===== src/tea_pkg.sv =====
`timescale 1ns / 1ps
// ----------------------------------------------------------------------------
// tea_pkg
// Shared types, constants and round-sum helper for the TEA cipher pipeline.
// ----------------------------------------------------------------------------
package tea_pkg;

  localparam int unsigned NumRounds = 32;
  localparam int unsigned NumStages = 2 * NumRounds;
  localparam int unsigned NumKeys   = 4;
  localparam int unsigned WordW     = 32;
  localparam int unsigned KeyIdxW   = $clog2(NumKeys);

  localparam logic [WordW-1:0] TeaDelta = 32'h9e3779b9;

  typedef enum logic {
    KIND_ENCRYPT = 1'b0,
    KIND_DECRYPT = 1'b1
  } kind_e;

  typedef enum logic [KeyIdxW-1:0] {
    KEY_WORD0 = 2'd0,
    KEY_WORD1 = 2'd1,
    KEY_WORD2 = 2'd2,
    KEY_WORD3 = 2'd3
  } key_idx_e;

  typedef logic [NumKeys-1:0][WordW-1:0] key_t;

  typedef struct packed {
    logic             kind;
    logic [WordW-1:0] word_first;
    logic [WordW-1:0] word_second;
  } in_data_t;

  typedef struct packed {
    logic [WordW-1:0] out_first;
    logic [WordW-1:0] out_second;
  } out_data_t;

  // Running sum seen by a half-round stage, modulo 2^32.
  function automatic logic [WordW-1:0] stage_sum(input int unsigned stage, input logic kind);
    int unsigned      rnd;
    logic [WordW-1:0] cnt;
    rnd = stage / 2;
    if (kind == KIND_DECRYPT) begin
      cnt = WordW'(NumRounds - rnd);
    end else begin
      cnt = WordW'(rnd + 1);
    end
    return WordW'(TeaDelta * cnt);
  endfunction

endpackage


===== src/tea_stage.sv =====
`timescale 1ns / 1ps
// ----------------------------------------------------------------------------
// tea_stage
// One registered TEA half-round with valid/ready flow control.
// ----------------------------------------------------------------------------
module tea_stage (
  input  logic                 clk_i,
  input  logic                 rst_ni,
  input  logic                 odd_i,
  input  logic [31:0]          enc_sum_i,
  input  logic [31:0]          dec_sum_i,
  input  tea_pkg::key_t        key_i,
  input  logic                 valid_i,
  output logic                 ready_o,
  input  tea_pkg::in_data_t    data_i,
  output logic                 valid_o,
  input  logic                 ready_i,
  output tea_pkg::in_data_t    data_o
);

  logic              valid_q;
  tea_pkg::in_data_t data_q, data_d;
  logic              upd_first;
  logic              decrypt;
  logic [31:0]       src, sum, ka, kb, mix;

  assign decrypt   = (data_i.kind == tea_pkg::KIND_DECRYPT);
  assign upd_first = ~(data_i.kind ^ odd_i);
  assign sum       = decrypt ? dec_sum_i : enc_sum_i;

  always_comb begin
    if (upd_first) begin
      src = data_i.word_second;
      ka  = key_i[tea_pkg::KEY_WORD0];
      kb  = key_i[tea_pkg::KEY_WORD1];
    end else begin
      src = data_i.word_first;
      ka  = key_i[tea_pkg::KEY_WORD2];
      kb  = key_i[tea_pkg::KEY_WORD3];
    end
    mix = ((src << 4) + ka) ^ (src + sum) ^ ((src >> 5) + kb);
    data_d = data_i;
    if (upd_first) begin
      data_d.word_first = decrypt ? data_i.word_first - mix : data_i.word_first + mix;
    end else begin
      data_d.word_second = decrypt ? data_i.word_second - mix : data_i.word_second + mix;
    end
  end

  assign ready_o = !valid_q || ready_i;

  always_ff @(posedge clk_i or negedge rst_ni) begin
    if (!rst_ni) begin
      valid_q <= 1'b0;
    end else if (ready_o) begin
      valid_q <= valid_i;
    end
  end

  always_ff @(posedge clk_i) begin
    if (ready_o && valid_i) begin
      data_q <= data_d;
    end
  end

  assign valid_o = valid_q;
  assign data_o  = data_q;

endmodule


===== config.mk =====
export PLATFORM = sky130hd
export DESIGN_NAME = tea_stage
export DESIGN_NICKNAME = d
export VERILOG_FILES = /design/src/tea_pkg.sv /design/src/tea_stage.sv
export SDC_FILE = /design/constraint.sdc
export NUM_CORES = 1
export LEC_CHECK = 0
export BUFFER_PORTS_ARGS = -buffer_cell sky130_fd_sc_hd__clkbuf_2
export CAP_MARGIN = 25
export CORE_MARGIN = 2
export CORE_UTILIZATION = 56
export CTS_CLUSTER_DIAMETER = 80
export DETAILED_ROUTE_END_ITERATION = 8
export PLACE_DENSITY_LB_ADDON = 0.12
export RECOVER_POWER = 50
export SLEW_MARGIN = 20
export SYNTH_ARGS = -nofsm -noshare
export SYNTH_HDL_FRONTEND = slang
export SYNTH_SLANG_ARGS = --single-unit
export TNS_END_PERCENT = 20

===== constraint.sdc =====
create_clock -name clk_i -period 3 [get_ports clk_i]
set_input_delay 0 -clock clk_i [delete_from_list [all_inputs] [get_ports clk_i]]
set_output_delay 0 -clock clk_i [all_outputs]
set_load 0.05 [all_outputs]

==> impl_metrics.csv, run 1 <==
group,metric,value,unit
outcome,status,"stopped before the end",
outcome,last-stage-reached,"5_1_grt",
outcome,stop_error,"[ERROR GRT-0232] Routing congestion too high. Check the congestion heatmap in the GUI.",
logic_synthesis,synth_edf_count,65,
placement,dp_hpwl,43200,um
floorplan,rows,55,
global_routing,grt.total_usage,90.6,%
logic_synthesis,synth_seq_cells,66,
logic_synthesis,synth_area,13000,sq um
logic_synthesis,yosys_most_used_dff,"edfxtp_1",
floorplan,die_w,156,um
placement,place_ws,-4310,ps
logic_synthesis,ys_types,95,
cts,cts_buffer_depth,2,
global_routing,grt_start_max_net_pins,46,
cts,h-tree-depth,3,
logic_synthesis,synth-async-reset-ratio,1.52,%
floorplan,die_height,156,um
logic_synthesis,syn-instance-count,1667,
logic_synthesis,syn_avg_cell_area,7.78,sq um
logic_synthesis,syn_nets,2054,
placement,gp_routability_congestion,0.978,
global_routing,grt_overflow,211,
placement,io_buffers,328,
cts,clkSinkCount,66,
logic_synthesis,yosysWarnings,0,
cts,cts_buffers,9,
logic_synthesis,yosysSeqAreaShare,15.2,%
cts,clk_root_buffer_cell,"clkbuf_16",
floorplan,initial_core_util,57.1,%
floorplan,io_pins,329,
placement,numPlacedInstances,2754,
metrics by stage:
| step | hold slack, ps | instance area, sq um |
|---|---|---|
| after floorplan | -296 | 13300 |
| after global placement | -225 | 19000 |
| after detailed placement | -223 | 19000 |
| after CTS | 9.60 | 20300 |
synth_stat cells, drive strengths merged (17+ instances only):
master	n	area, sq um
inv	46	173
or3	17	106
a21oi	117	586
xnor3	17	383
a21o	57	428
and2	25	156
a211oi	20	155
nand2b	18	113
nor3	27	151
clkbuf	40	153
nor2	98	368
ha	122	1530
mux2	30	342
o21a	17	128
or2	17	106
nand2	328	1230
xor2	74	648
edfxtp	65	1950
nand3	20	100
o21ai	92	460
buf	19	111
a31oi	24	156
mux2i	20	204
xnor2	154	1400
metal layers:
| layer | overflow | GRT usage [%] |
|---|---|---|
| met3 | 16 | 84.6 |
| met2 | 85 | 98.8 |
| met4 | 98 | 92.6 |
| met1 | 10 | 88.6 |
| met5 | 2 | 70.2 |
what timing repair did:
action / in CTS
cloned: 4
pin swaps: 59
setup buffers: 35
endpoints found under the hold margin: 3
gates resized for setup: 128
endpoints found under the setup margin: 62
hold buffers: 4
kinds of logic after synthesis:
logic type,after synthesis,share of synthesized area (%)
AOI/OAI and AO/OA,445,22.8
xor gates and xnor gates,248,19.3
adders and majority gates,132,12.8
buffers and inverters,105,3.37
DFF,66,15.2
muxes,53,4.73
and+or+nand+nor,618,21.7
==> run 2, diff against run 1 <==
--- a/config.mk
+++ b/config.mk
@@ -8,10 +8,9 @@
 export BUFFER_PORTS_ARGS = -buffer_cell sky130_fd_sc_hd__clkbuf_2
 export CAP_MARGIN = 25
 export CORE_MARGIN = 2
-export CORE_UTILIZATION = 56
-export CTS_CLUSTER_DIAMETER = 80
+export CORE_UTILIZATION = 40
 export DETAILED_ROUTE_END_ITERATION = 8
-export PLACE_DENSITY_LB_ADDON = 0.12
+export PLACE_DENSITY_LB_ADDON = 0.15
 export RECOVER_POWER = 50
 export SLEW_MARGIN = 20
 export SYNTH_ARGS = -nofsm -noshare
==> run 2 against run 1 <==
The flow now finishes, with violations (negative setup slack). Synthesized cell count unchanged. Synthesized area unchanged.
==> impl_metrics.csv, run 2 <==
group,metric,value,unit
floorplan,io_pins,329,
logic_synthesis,yosysSeqAreaShare,15.2,%
logic_synthesis,yosys_most_used_dff,"edfxtp_1",
worst_hold_path,hold_class,"input port to flop",
logic_synthesis,yosysWarnings,0,
timing,fin_ws,-3810,ps
logic_synthesis,syn_avg_cell_area,7.78,sq um
logic_synthesis,syn_nets,2054,
logic_synthesis,ys_types,95,
cts,clk_root_buffer_cell,"clkbuf_16",
logic_synthesis,synth_edf_count,65,
final_layout,design_area,21000,sq um
global_routing,grt_pass1_wl,76300,um
worst_setup_path,slowest_delay,410,ps
outcome,violations,"negative setup slack",
final_layout,multi_input_area,11800,sq um
timing,finalSetupViolCount,59,
global_routing,antenna_found_initial,0,
final_layout,drive_gt1_share,46.3,%
worst_setup_path,path_max_fanout,6,
final_layout,n_fill_cell,2743,
placement,place_area,19100,sq um
worst_setup_path,start_kind,"input port",
final_layout,largest_reg_flops,65,
detailed_routing,first_iter_violations,1152,
logic_synthesis,synth_top_area_cell,"edfxtp_1",
floorplan,die_height,184,um
detailed_routing,route.antenna.remaining_nets,0,
final_layout,mostFrequentLayoutCells,"buf_4 (570), clkbuf_2 (326), nand2_1 (311), xnor2_1 (129), ha_1 (100)",
logic_synthesis,synth_seq_cells,66,
logic_synthesis,synth.most_common_cell,"nand2_1",
timing,grt_setup_unrepaired,"yes",
floorplan,rows,65,
timing,report.final.slew_viol_count,0,
timing,slew_headroom,57.3,%
global_routing,grt_pass1_vias,14505,
floorplan,die_area,33900,sq um
detailed_routing,dr.pass1.iters,5,
flow_run,drv_cap,0,
final_layout,diodes,0,
outcome,status,"finished with violations",
timing,tns,-129630,ps
logic_synthesis,syn-instance-count,1667,
detailed_routing,drc_errors,0,
final_layout,fin_nets,2927,
cts,clk_pin_slew,60,ps
worst_setup_path,required,3100,ps
timing,worst_pin_slew,636,ps
pwr,peakVddDrop,624,uV
final_layout,area_delta_synth_final,62.1,%
worst_setup_path,critPathSlowestCell,"or3_4",
placement,gp_routability_congestion,0.917,
pwr,total_leakage_power,10.5,nW
detailed_routing,routedWlPerCell,17.2,um
global_routing,grt_overflow,0,
timing,fin_crit,6810,ps
cts,cts_tree,"yes",
detailed_routing,wirelength,50600,um
placement,io_buffers,328,
final_layout,layout_commonest_cell,"buf_4",
logic_synthesis,synth.area.top_cells,"edfxtp_1 (15%), ha_1 (12%), xnor2_1 (10%)",
cts,clk_latency,350,ps
cts,cts_buffer_depth,2,
logic_synthesis,synth_top_area_share,15.1,%
floorplan,core-area,31700,sq um
timing,fmax,0.147,GHz
worst_setup_path,worstSetupPathType,"input port to flop",
global_routing,grt_start_max_net_pins,66,
worst_setup_path,cp-end-kind,"flop",
floorplan,die_w,184,um
logic_synthesis,synth_area,13000,sq um
detailed_routing,viasPerCell,5.27,
detailed_routing,vias,15516,
floorplan,initial_core_util,40.9,%
timing,timing.final.crit_share,227,%
timing,hold_viol,0,
global_routing,grt.total_usage,28.7,%
pwr,p_per_area,1370,nW/um^2
cts,clkSinkCount,66,
final_layout,seq_area,1980,sq um
worst_setup_path,cpMostUsedCell,"nand2_1",
cts,h-tree-depth,3,
logic_synthesis,synth-async-reset-ratio,1.52,%
placement,dp_hpwl,41700,um
worst_setup_path,arrival,6910,ps
cts,cts_buffers,9,
logic_synthesis,yosys-top-cells-count,"nand2_1 (328), xnor2_1 (150), ha_1 (122)",
timing,fin_skew,10.2,ps
==> run 2: cell counts after synthesis <==
Identical to the previous run, type by type.
==> run 2: metal layers <==
layer  global-route usage, %  vias up  share of wire (%)
li1                        -     7779                  -
met1                    43.8     7197                 49
met2                    44.2      504                 44
met3                    2.10       36                5.5
met4                    5.73        0                1.3
met5                       0        -                  0
==> run 2: worst paths after layout <==
check                                     from              endpoint  slack, ps  cells after the start
max                                      odd_i  data_o[29]$_DFFE_PP_      -3810                     36
min                                 data_i[38]  data_o[38]$_DFFE_PP_          6                      3
max reg2reg                valid_o$_DFFE_PN0N_  data_o[25]$_DFFE_PP_       1640                      3
min reg2reg                valid_o$_DFFE_PN0N_  data_o[33]$_DFFE_PP_       1060                      3
max in group asynchronous               rst_ni   valid_o$_DFFE_PN0N_       2430                      3
min in group asynchronous               rst_ni   valid_o$_DFFE_PN0N_        470                      3
==> run 2: cell type report <==
class,instances,share of cell area [%]
multi-input combinational,1496,56.1
timing repair buffer,921,29.8
sequential,66,9.41
tap,402,2.39
clock buffer,10,1.09
inverter,46,0.822
clock inverter,6,0.322
==> run 2: cells by family after synthesis <==
group           share of synthesized area (%)
compound gates                           22.8
xor+xnor                                 19.3
fa+ha+maj                                12.8
buf+inv                                  3.37
flops                                    15.2
mux                                      4.73
simple gates                             21.7
==> run 2: metrics by stage <==
stage / setup slack [ps] / total power, mW / hold WS (ps) / cells / util [%]
global route: -4150 / 30.8 / 22.9 / 2947 / 66.3
CTS: -3700 / 26.6 / 9.22 / 2925 / 63.8
detailed placement: -4280 / 23.9 / -221 / 2868 / 60.3
global placement: -4090 / 23.6 / -225 / 2868 / 60.3
floorplan: -3970 / 15.4 / -296 / 1667 / -
finish: -3810 / 28.9 / 5.95 / 2947 / 66.3
==> run 2: power breakdown <==
group	switching, mW	internal, mW	leakage (nW)
logic	13.0	13.0	9.72
clock network	0.417	0.644	0.139
registers	0.102	1.75	0.633
==> run 2: critical path: cells and delay by family <==
family	cells	cell delay (ps)
and+or+nand+nor	7	1270
xor gates and xnor gates	3	610
AOI/OAI and AO/OA	18	3240
adders and majority gates	3	1010
buffers and inverters	5	770
==> run 2: what timing repair did <==
item | CTS | global route
setup buffers | 30 | 24
hold buffers | 10 | 0
hold endpoints to repair | 8 | 0
pin swaps | 61 | 79
setup endpoints to repair | 59 | 62
gates cloned | 2 | 0
resized for setup | 96 | 114
No activity file was read; power rests on OpenSTA's default activity.
==> run 3, diff against run 2 <==
--- a/config.mk
+++ b/config.mk
@@ -10,7 +10,6 @@
 export CORE_MARGIN = 2
 export CORE_UTILIZATION = 40
 export DETAILED_ROUTE_END_ITERATION = 8
-export PLACE_DENSITY_LB_ADDON = 0.15
 export RECOVER_POWER = 50
 export SLEW_MARGIN = 20
 export SYNTH_ARGS = -nofsm -noshare
==> run 3 against run 2 <==
The flow still finishes with violations (negative setup slack). Fmax increased by 2.7%. Register-to-register slack about the same. Die area unchanged. Total power increased by 4.2%. Clock power increased by 27%. Flip-flop and latch count unchanged. Global-route usage increased by 0.96 points. Combinational power increased by 4%. Non-clock buffer count increased by 18. Largest power group unchanged.
==> impl_metrics.csv, run 3 (synthesis gave the netlist of run 2 again) <==
group,metric,value,unit
outcome,status,"finished with violations",
outcome,violations,"negative setup slack",
timing,worst_pin_slew,615,ps
floorplan,core-area,31700,sq um
floorplan,die_height,184,um
cts,clk_latency,350,ps
floorplan,die_area,33900,sq um
placement,dp_hpwl,42300,um
worst_setup_path,slowest_delay,430,ps
worst_setup_path,cpMostUsedCell,"buf_4",
cts,cts_tree,"yes",
global_routing,grt.total_usage,29.7,%
timing,report.final.slew_viol_count,0,
worst_setup_path,required,3090,ps
cts,h-tree-depth,3,
pwr,total_leakage_power,10.8,nW
timing,timing.final.crit_share,221,%
timing,fin_ws,-3630,ps
final_layout,final_cells,2966,
final_layout,largest_reg_flops,65,
global_routing,antenna_found_initial,1,
detailed_routing,wirelength,52500,um
final_layout,drive_gt1_share,48.4,%
floorplan,rows,65,
detailed_routing,first_iter_violations,991,
floorplan,die_w,184,um
placement,place_area,19200,sq um
cts,clk_pin_slew,60,ps
floorplan,io_pins,329,
final_layout,design_area,21600,sq um
global_routing,grt_pass1_wl,79100,um
placement,place_ws,-4340,ps
timing,grt_setup_unrepaired,"yes",
detailed_routing,drc_errors,0,
timing,fin_skew,9.39,ps
flow_run,drv_cap,0,
final_layout,utilization,68.1,%
detailed_routing,viasPerCell,5.37,
timing,fin_crit,6630,ps
final_layout,mostFrequentLayoutCells,"buf_4 (573), clkbuf_2 (326), nand2_1 (295), xnor2_1 (127), ha_1 (96)",
worst_setup_path,start_kind,"input port",
cts,cts_buffer_depth,2,
worst_setup_path,cp-end-kind,"flop",
final_layout,area_delta_synth_final,66.7,%
detailed_routing,routedWlPerCell,17.7,um
timing,slew_headroom,58.7,%
timing,whs,25.7,ps
worst_setup_path,path_max_fanout,8,
cts,cts_buffers,9,
pwr,p_per_area,1390,nW/um^2
detailed_routing,route.antenna.remaining_nets,0,
detailed_routing,vias,15925,
cts,clkSinkCount,66,
cts,clk_root_buffer_cell,"clkbuf_16",
placement,gp_routability_congestion,0.941,
global_routing,grt_overflow,0,
global_routing,grt_pass1_vias,15193,
final_layout,fin_nets,2945,
timing,fmax,0.151,GHz
global_routing,grt_start_max_net_pins,66,
worst_setup_path,critPathSlowestCell,"a2111oi_4",
detailed_routing,dr.pass1.iters,5,
timing,hold_viol,0,
pwr,peakVddDrop,719,uV
worst_hold_path,hold_class,"input port to flop",
placement,io_buffers,328,
floorplan,initial_core_util,40.9,%
placement,numPlacedInstances,2881,
timing,finalSetupViolCount,58,
worst_setup_path,worstSetupPathType,"input port to flop",
final_layout,layout_commonest_cell,"buf_4",
worst_setup_path,arrival,6720,ps
## run 3: worst paths after layout
check	startpoint	endpoint	slack, ps	depth (start not counted)
max in group asynchronous	rst_ni	valid_o$_DFFE_PN0N_	2370	3
min	data_i[0]	data_o[0]$_DFFE_PP_	30	3
max	odd_i	data_o[63]$_DFFE_PP_	-3630	41
max reg2reg	valid_o$_DFFE_PN0N_	data_o[24]$_DFFE_PP_	1650	3
min in group asynchronous	rst_ni	valid_o$_DFFE_PN0N_	520	3
min reg2reg	valid_o$_DFFE_PN0N_	data_o[33]$_DFFE_PP_	1040	3
## run 3: area by class of cell
class                      count  area (sq um)
clock inverter                 6           136
clock buffer                  10           239
multi-input combinational   1496         12100
fill                        2627         10100
tap                          402           503
antenna                        1          2.50
inverter                      46           173
sequential                    66          1980
timing repair buffer         939          6510
## run 3: where the power goes
| group | switching, mW | internal, mW | total, mW |
|---|---|---|---|
| clock network | 0.424 | 0.922 | 1.35 |
| logic | 13.4 | 13.5 | 26.9 |
| registers | 0.104 | 1.75 | 1.85 |
| total | 13.9 | 16.1 | 30.1 |
## run 3: what timing repair did
item	in CTS	in global routing
cloned	3	1
resized for setup	138	154
pin swaps	87	97
setup buffers	39	24
setup endpoints to repair	62	62
hold buffers	7	0
hold endpoints to repair	5	0
## run 3: per-stage QoR
stage / power (mW) / TNS, ps
2_1_floorplan: 15.4 / -145740
3_3_place_gp: 23.8 / -153290
3_5_place_dp: 24.2 / -157400
4_1_cts: 27.7 / -120420
5_1_grt: 32.0 / -136210
6_report: 30.1 / -123730
## run 3: critical path, delay by kind of cell
kind | cells | cell delay, ps
fa+ha+maj | 3 | 750
buf+inv | 9 | 1360
xor+xnor | 5 | 730
compound gates | 17 | 2920
simple gates | 6 | 780
mux | 1 | 190
## run 3: routing by layer
| layer | vias up | wire (um) | part of all wire, % | global-route usage [%] |
|---|---|---|---|---|
| met4 | 0 | 717 | 1.4 | 6.11 |
| met3 | 51 | 3210 | 6.1 | 3.49 |
| li1 | 7812 | - | - | - |
| met5 | - | 0 | 0 | 0 |
| met1 | 7552 | 25000 | 48 | 43.0 |
| met2 | 510 | 23600 | 45 | 47.4 |
==> run 4, diff against run 3 <==
--- a/config.mk
+++ b/config.mk
@@ -7,11 +7,12 @@
 export LEC_CHECK = 0
 export BUFFER_PORTS_ARGS = -buffer_cell sky130_fd_sc_hd__clkbuf_2
 export CAP_MARGIN = 25
+export CORE_ASPECT_RATIO = 1.2
 export CORE_MARGIN = 2
 export CORE_UTILIZATION = 40
 export DETAILED_ROUTE_END_ITERATION = 8
 export RECOVER_POWER = 50
-export SLEW_MARGIN = 20
+export SLEW_MARGIN = 15
 export SYNTH_ARGS = -nofsm -noshare
 export SYNTH_HDL_FRONTEND = slang
 export SYNTH_SLANG_ARGS = --single-unit
==> run 4 against run 3 <==
The run still ends with negative setup slack left. Sequential share of layout area up 0.19 points. First-iteration DRC count down 35%. Clock power fell by 21%. Setup slack got worse by 200 ps. Non-clock buffer count grew 23. Final cell count grew 0.91%. Routed wire length grew 1.2%. Total power fell by 2.2%. Critical path depth is 6 higher. Critical path type unchanged. Critical endpoint is now data_o[14]$_DFFE_PP_. Largest cell class unchanged.
==> impl_metrics.csv, run 4 (synthesis gave the netlist of run 2 again) <==
group,metric,value,unit
cts,clk_pin_slew,60,ps
placement,numPlacedInstances,2913,
timing,whs,30.8,ps
floorplan,initial_core_util,40.4,%
detailed_routing,routedWlPerCell,17.8,um
cts,cts_tree,"yes",
floorplan,rows,72,
timing,fin_ws,-3830,ps
detailed_routing,viasPerCell,5.31,
worst_setup_path,cpMostUsedCell,"buf_4",
placement,place_ws,-4310,ps
worst_setup_path,worstSetupPathType,"input port to flop",
outcome,violations,"negative setup slack",
worst_setup_path,arrival,6920,ps
global_routing,grt_pass1_wl,78200,um
worst_setup_path,cp-end-kind,"flop",
global_routing,grt.total_usage,29.2,%
final_layout,mostFrequentLayoutCells,"buf_4 (618), nand2_1 (309), clkbuf_2 (260), xnor2_1 (131), ha_1 (103)",
final_layout,drive_gt1_share,45.2,%
timing,finalSetupViolCount,60,
detailed_routing,dr.pass1.iters,5,
timing,hold_viol,0,
cts,clkSinkCount,66,
floorplan,core-area,32100,sq um
placement,place_area,19400,sq um
timing,report.final.slew_viol_count,0,
global_routing,grt_overflow,0,
worst_hold_path,hold_class,"input port to flop",
pwr,p_per_area,1390,nW/um^2
final_layout,design_area,21200,sq um
cts,h-tree-depth,3,
timing,timing.final.crit_share,228,%
cts,cts_buffer_depth,2,
detailed_routing,drc_errors,0,
final_layout,final_cells,2993,
detailed_routing,vias,15890,
global_routing,grt_pass1_vias,15700,
placement,gp_routability_congestion,0.962,
timing,slew_headroom,53.8,%
detailed_routing,route.antenna.remaining_nets,0,
detailed_routing,first_iter_violations,649,
timing,fmax,0.146,GHz
floorplan,die_area,33900,sq um
floorplan,die_height,201,um
floorplan,io_pins,329,
pwr,peakVddDrop,682,uV
global_routing,grt_start_max_net_pins,38,
worst_setup_path,critPathSlowestCell,"or3_4",
final_layout,layout_commonest_cell,"buf_4",
worst_setup_path,start_kind,"input port",
cts,clk_latency,360,ps
cts,clk_root_buffer_cell,"clkbuf_16",
detailed_routing,wirelength,53200,um
timing,fin_crit,6830,ps
outcome,status,"finished with violations",
global_routing,antenna_found_initial,0,
final_layout,fin_nets,2968,
cts,cts_buffers,9,
pwr,total_leakage_power,10.5,nW
worst_setup_path,required,3080,ps
timing,worst_pin_slew,693,ps
placement,dp_hpwl,44000,um
floorplan,die_w,168,um
worst_setup_path,path_max_fanout,5,
timing,grt_setup_unrepaired,"yes",
final_layout,diodes,0,
timing,fin_skew,12.1,ps
final_layout,n_fill_cell,2834,
flow_run,drv_cap,0,
placement,io_buffers,328,
final_layout,utilization,66.0,%
final_layout,area_delta_synth_final,63.3,%
worst_setup_path,slowest_delay,400,ps
final_layout,largest_reg_flops,65,
==> run 4: cell types whose count changed in the layout (fill, tap and decap cells not counted), moves of 5 or more <==
cell / previous run / this run
buf_12: 10 / 5
buf_4: 573 / 618
buf_6: 17 / 7
clkbuf_1: 0 / 66
clkbuf_2: 326 / 260
ha_1: 96 / 103
ha_4: 22 / 17
nand2_1: 295 / 309
nand2_4: 15 / 1
==> run 4: final timing paths <==
| check | slack, ps | depth (start not counted) | end | start |
|---|---|---|---|---|
| min in group asynchronous | 490 | 3 | valid_o$_DFFE_PN0N_ | rst_ni |
| max reg2reg | 1130 | 3 | data_o[32]$_DFFE_PP_ | valid_o$_DFFE_PN0N_ |
| max in group asynchronous | 2410 | 3 | valid_o$_DFFE_PN0N_ | rst_ni |
| max | -3830 | 47 | data_o[14]$_DFFE_PP_ | odd_i |
| min reg2reg | 1110 | 3 | valid_o$_DFFE_PN0N_ | valid_o$_DFFE_PN0N_ |
| min | 30 | 3 | data_o[62]$_DFFE_PP_ | data_i[62] |
==> run 4: power by group <==
| group | switching [mW] | total [mW] | internal (mW) | leakage (nW) |
|---|---|---|---|---|
| logic | 13.0 | 26.5 | 13.4 | 9.72 |
| registers | 0.107 | 1.85 | 1.75 | 0.633 |
| clock network | 0.423 | 1.06 | 0.641 | 0.145 |
| total | 13.6 | 29.4 | 15.8 | 10.5 |
==> run 4: layout make-up <==
| type | instances | area (sq um) | share of cell area, % |
|---|---|---|---|
| Clock buffer | 9 | 225 | 1.06 |
| Clock inverter | 7 | 70.1 | 0.331 |
| Inverter | 46 | 173 | 0.816 |
| Multi-Input combinational cell | 1496 | 11800 | 55.5 |
| Sequential cell | 66 | 1980 | 9.34 |
| Tap cell | 407 | 509 | 2.41 |
| Timing Repair Buffer | 962 | 6460 | 30.5 |
==> run 4: through the flow <==
stage	setup TNS, ps	power (mW)
after floorplan	-145740	15.4
after global placement	-150430	24.3
after detailed placement	-156900	24.6
after CTS	-128760	27.6
after global routing	-145210	31.2
final	-131580	29.4
==> run 4: layer usage <==
layer	vias to the layer above	share of wire [%]	global-route usage, %	wire length (um)
met3	158	3.4	2.54	1800
met1	7376	37	30.0	19600
li1	7849	-	-	-
met2	507	54	58.9	28800
met5	-	0	0	0
met4	0	5.7	13.2	3010
==> run 4: critical path: cells and delay by family <==
family                   cells  cell delay [ps]
AO/OA/AOI/OAI                7              900
XOR/XNOR                     3              500
adder cells (fa/ha/maj)      2              520
buffers and inverters       28             3550
multiplexers                 1              160
AND/OR/NAND/NOR              6             1240
==> run 4: what timing repair did <==
item | CTS | global route
endpoints found under the setup margin | 62 | 62
endpoints found under the hold margin | 2 | 0
hold buffers | 4 | 0
gates cloned | 0 | 2
gates resized for setup | 77 | 128
pin swaps | 48 | 89
setup buffers | 37 | 21
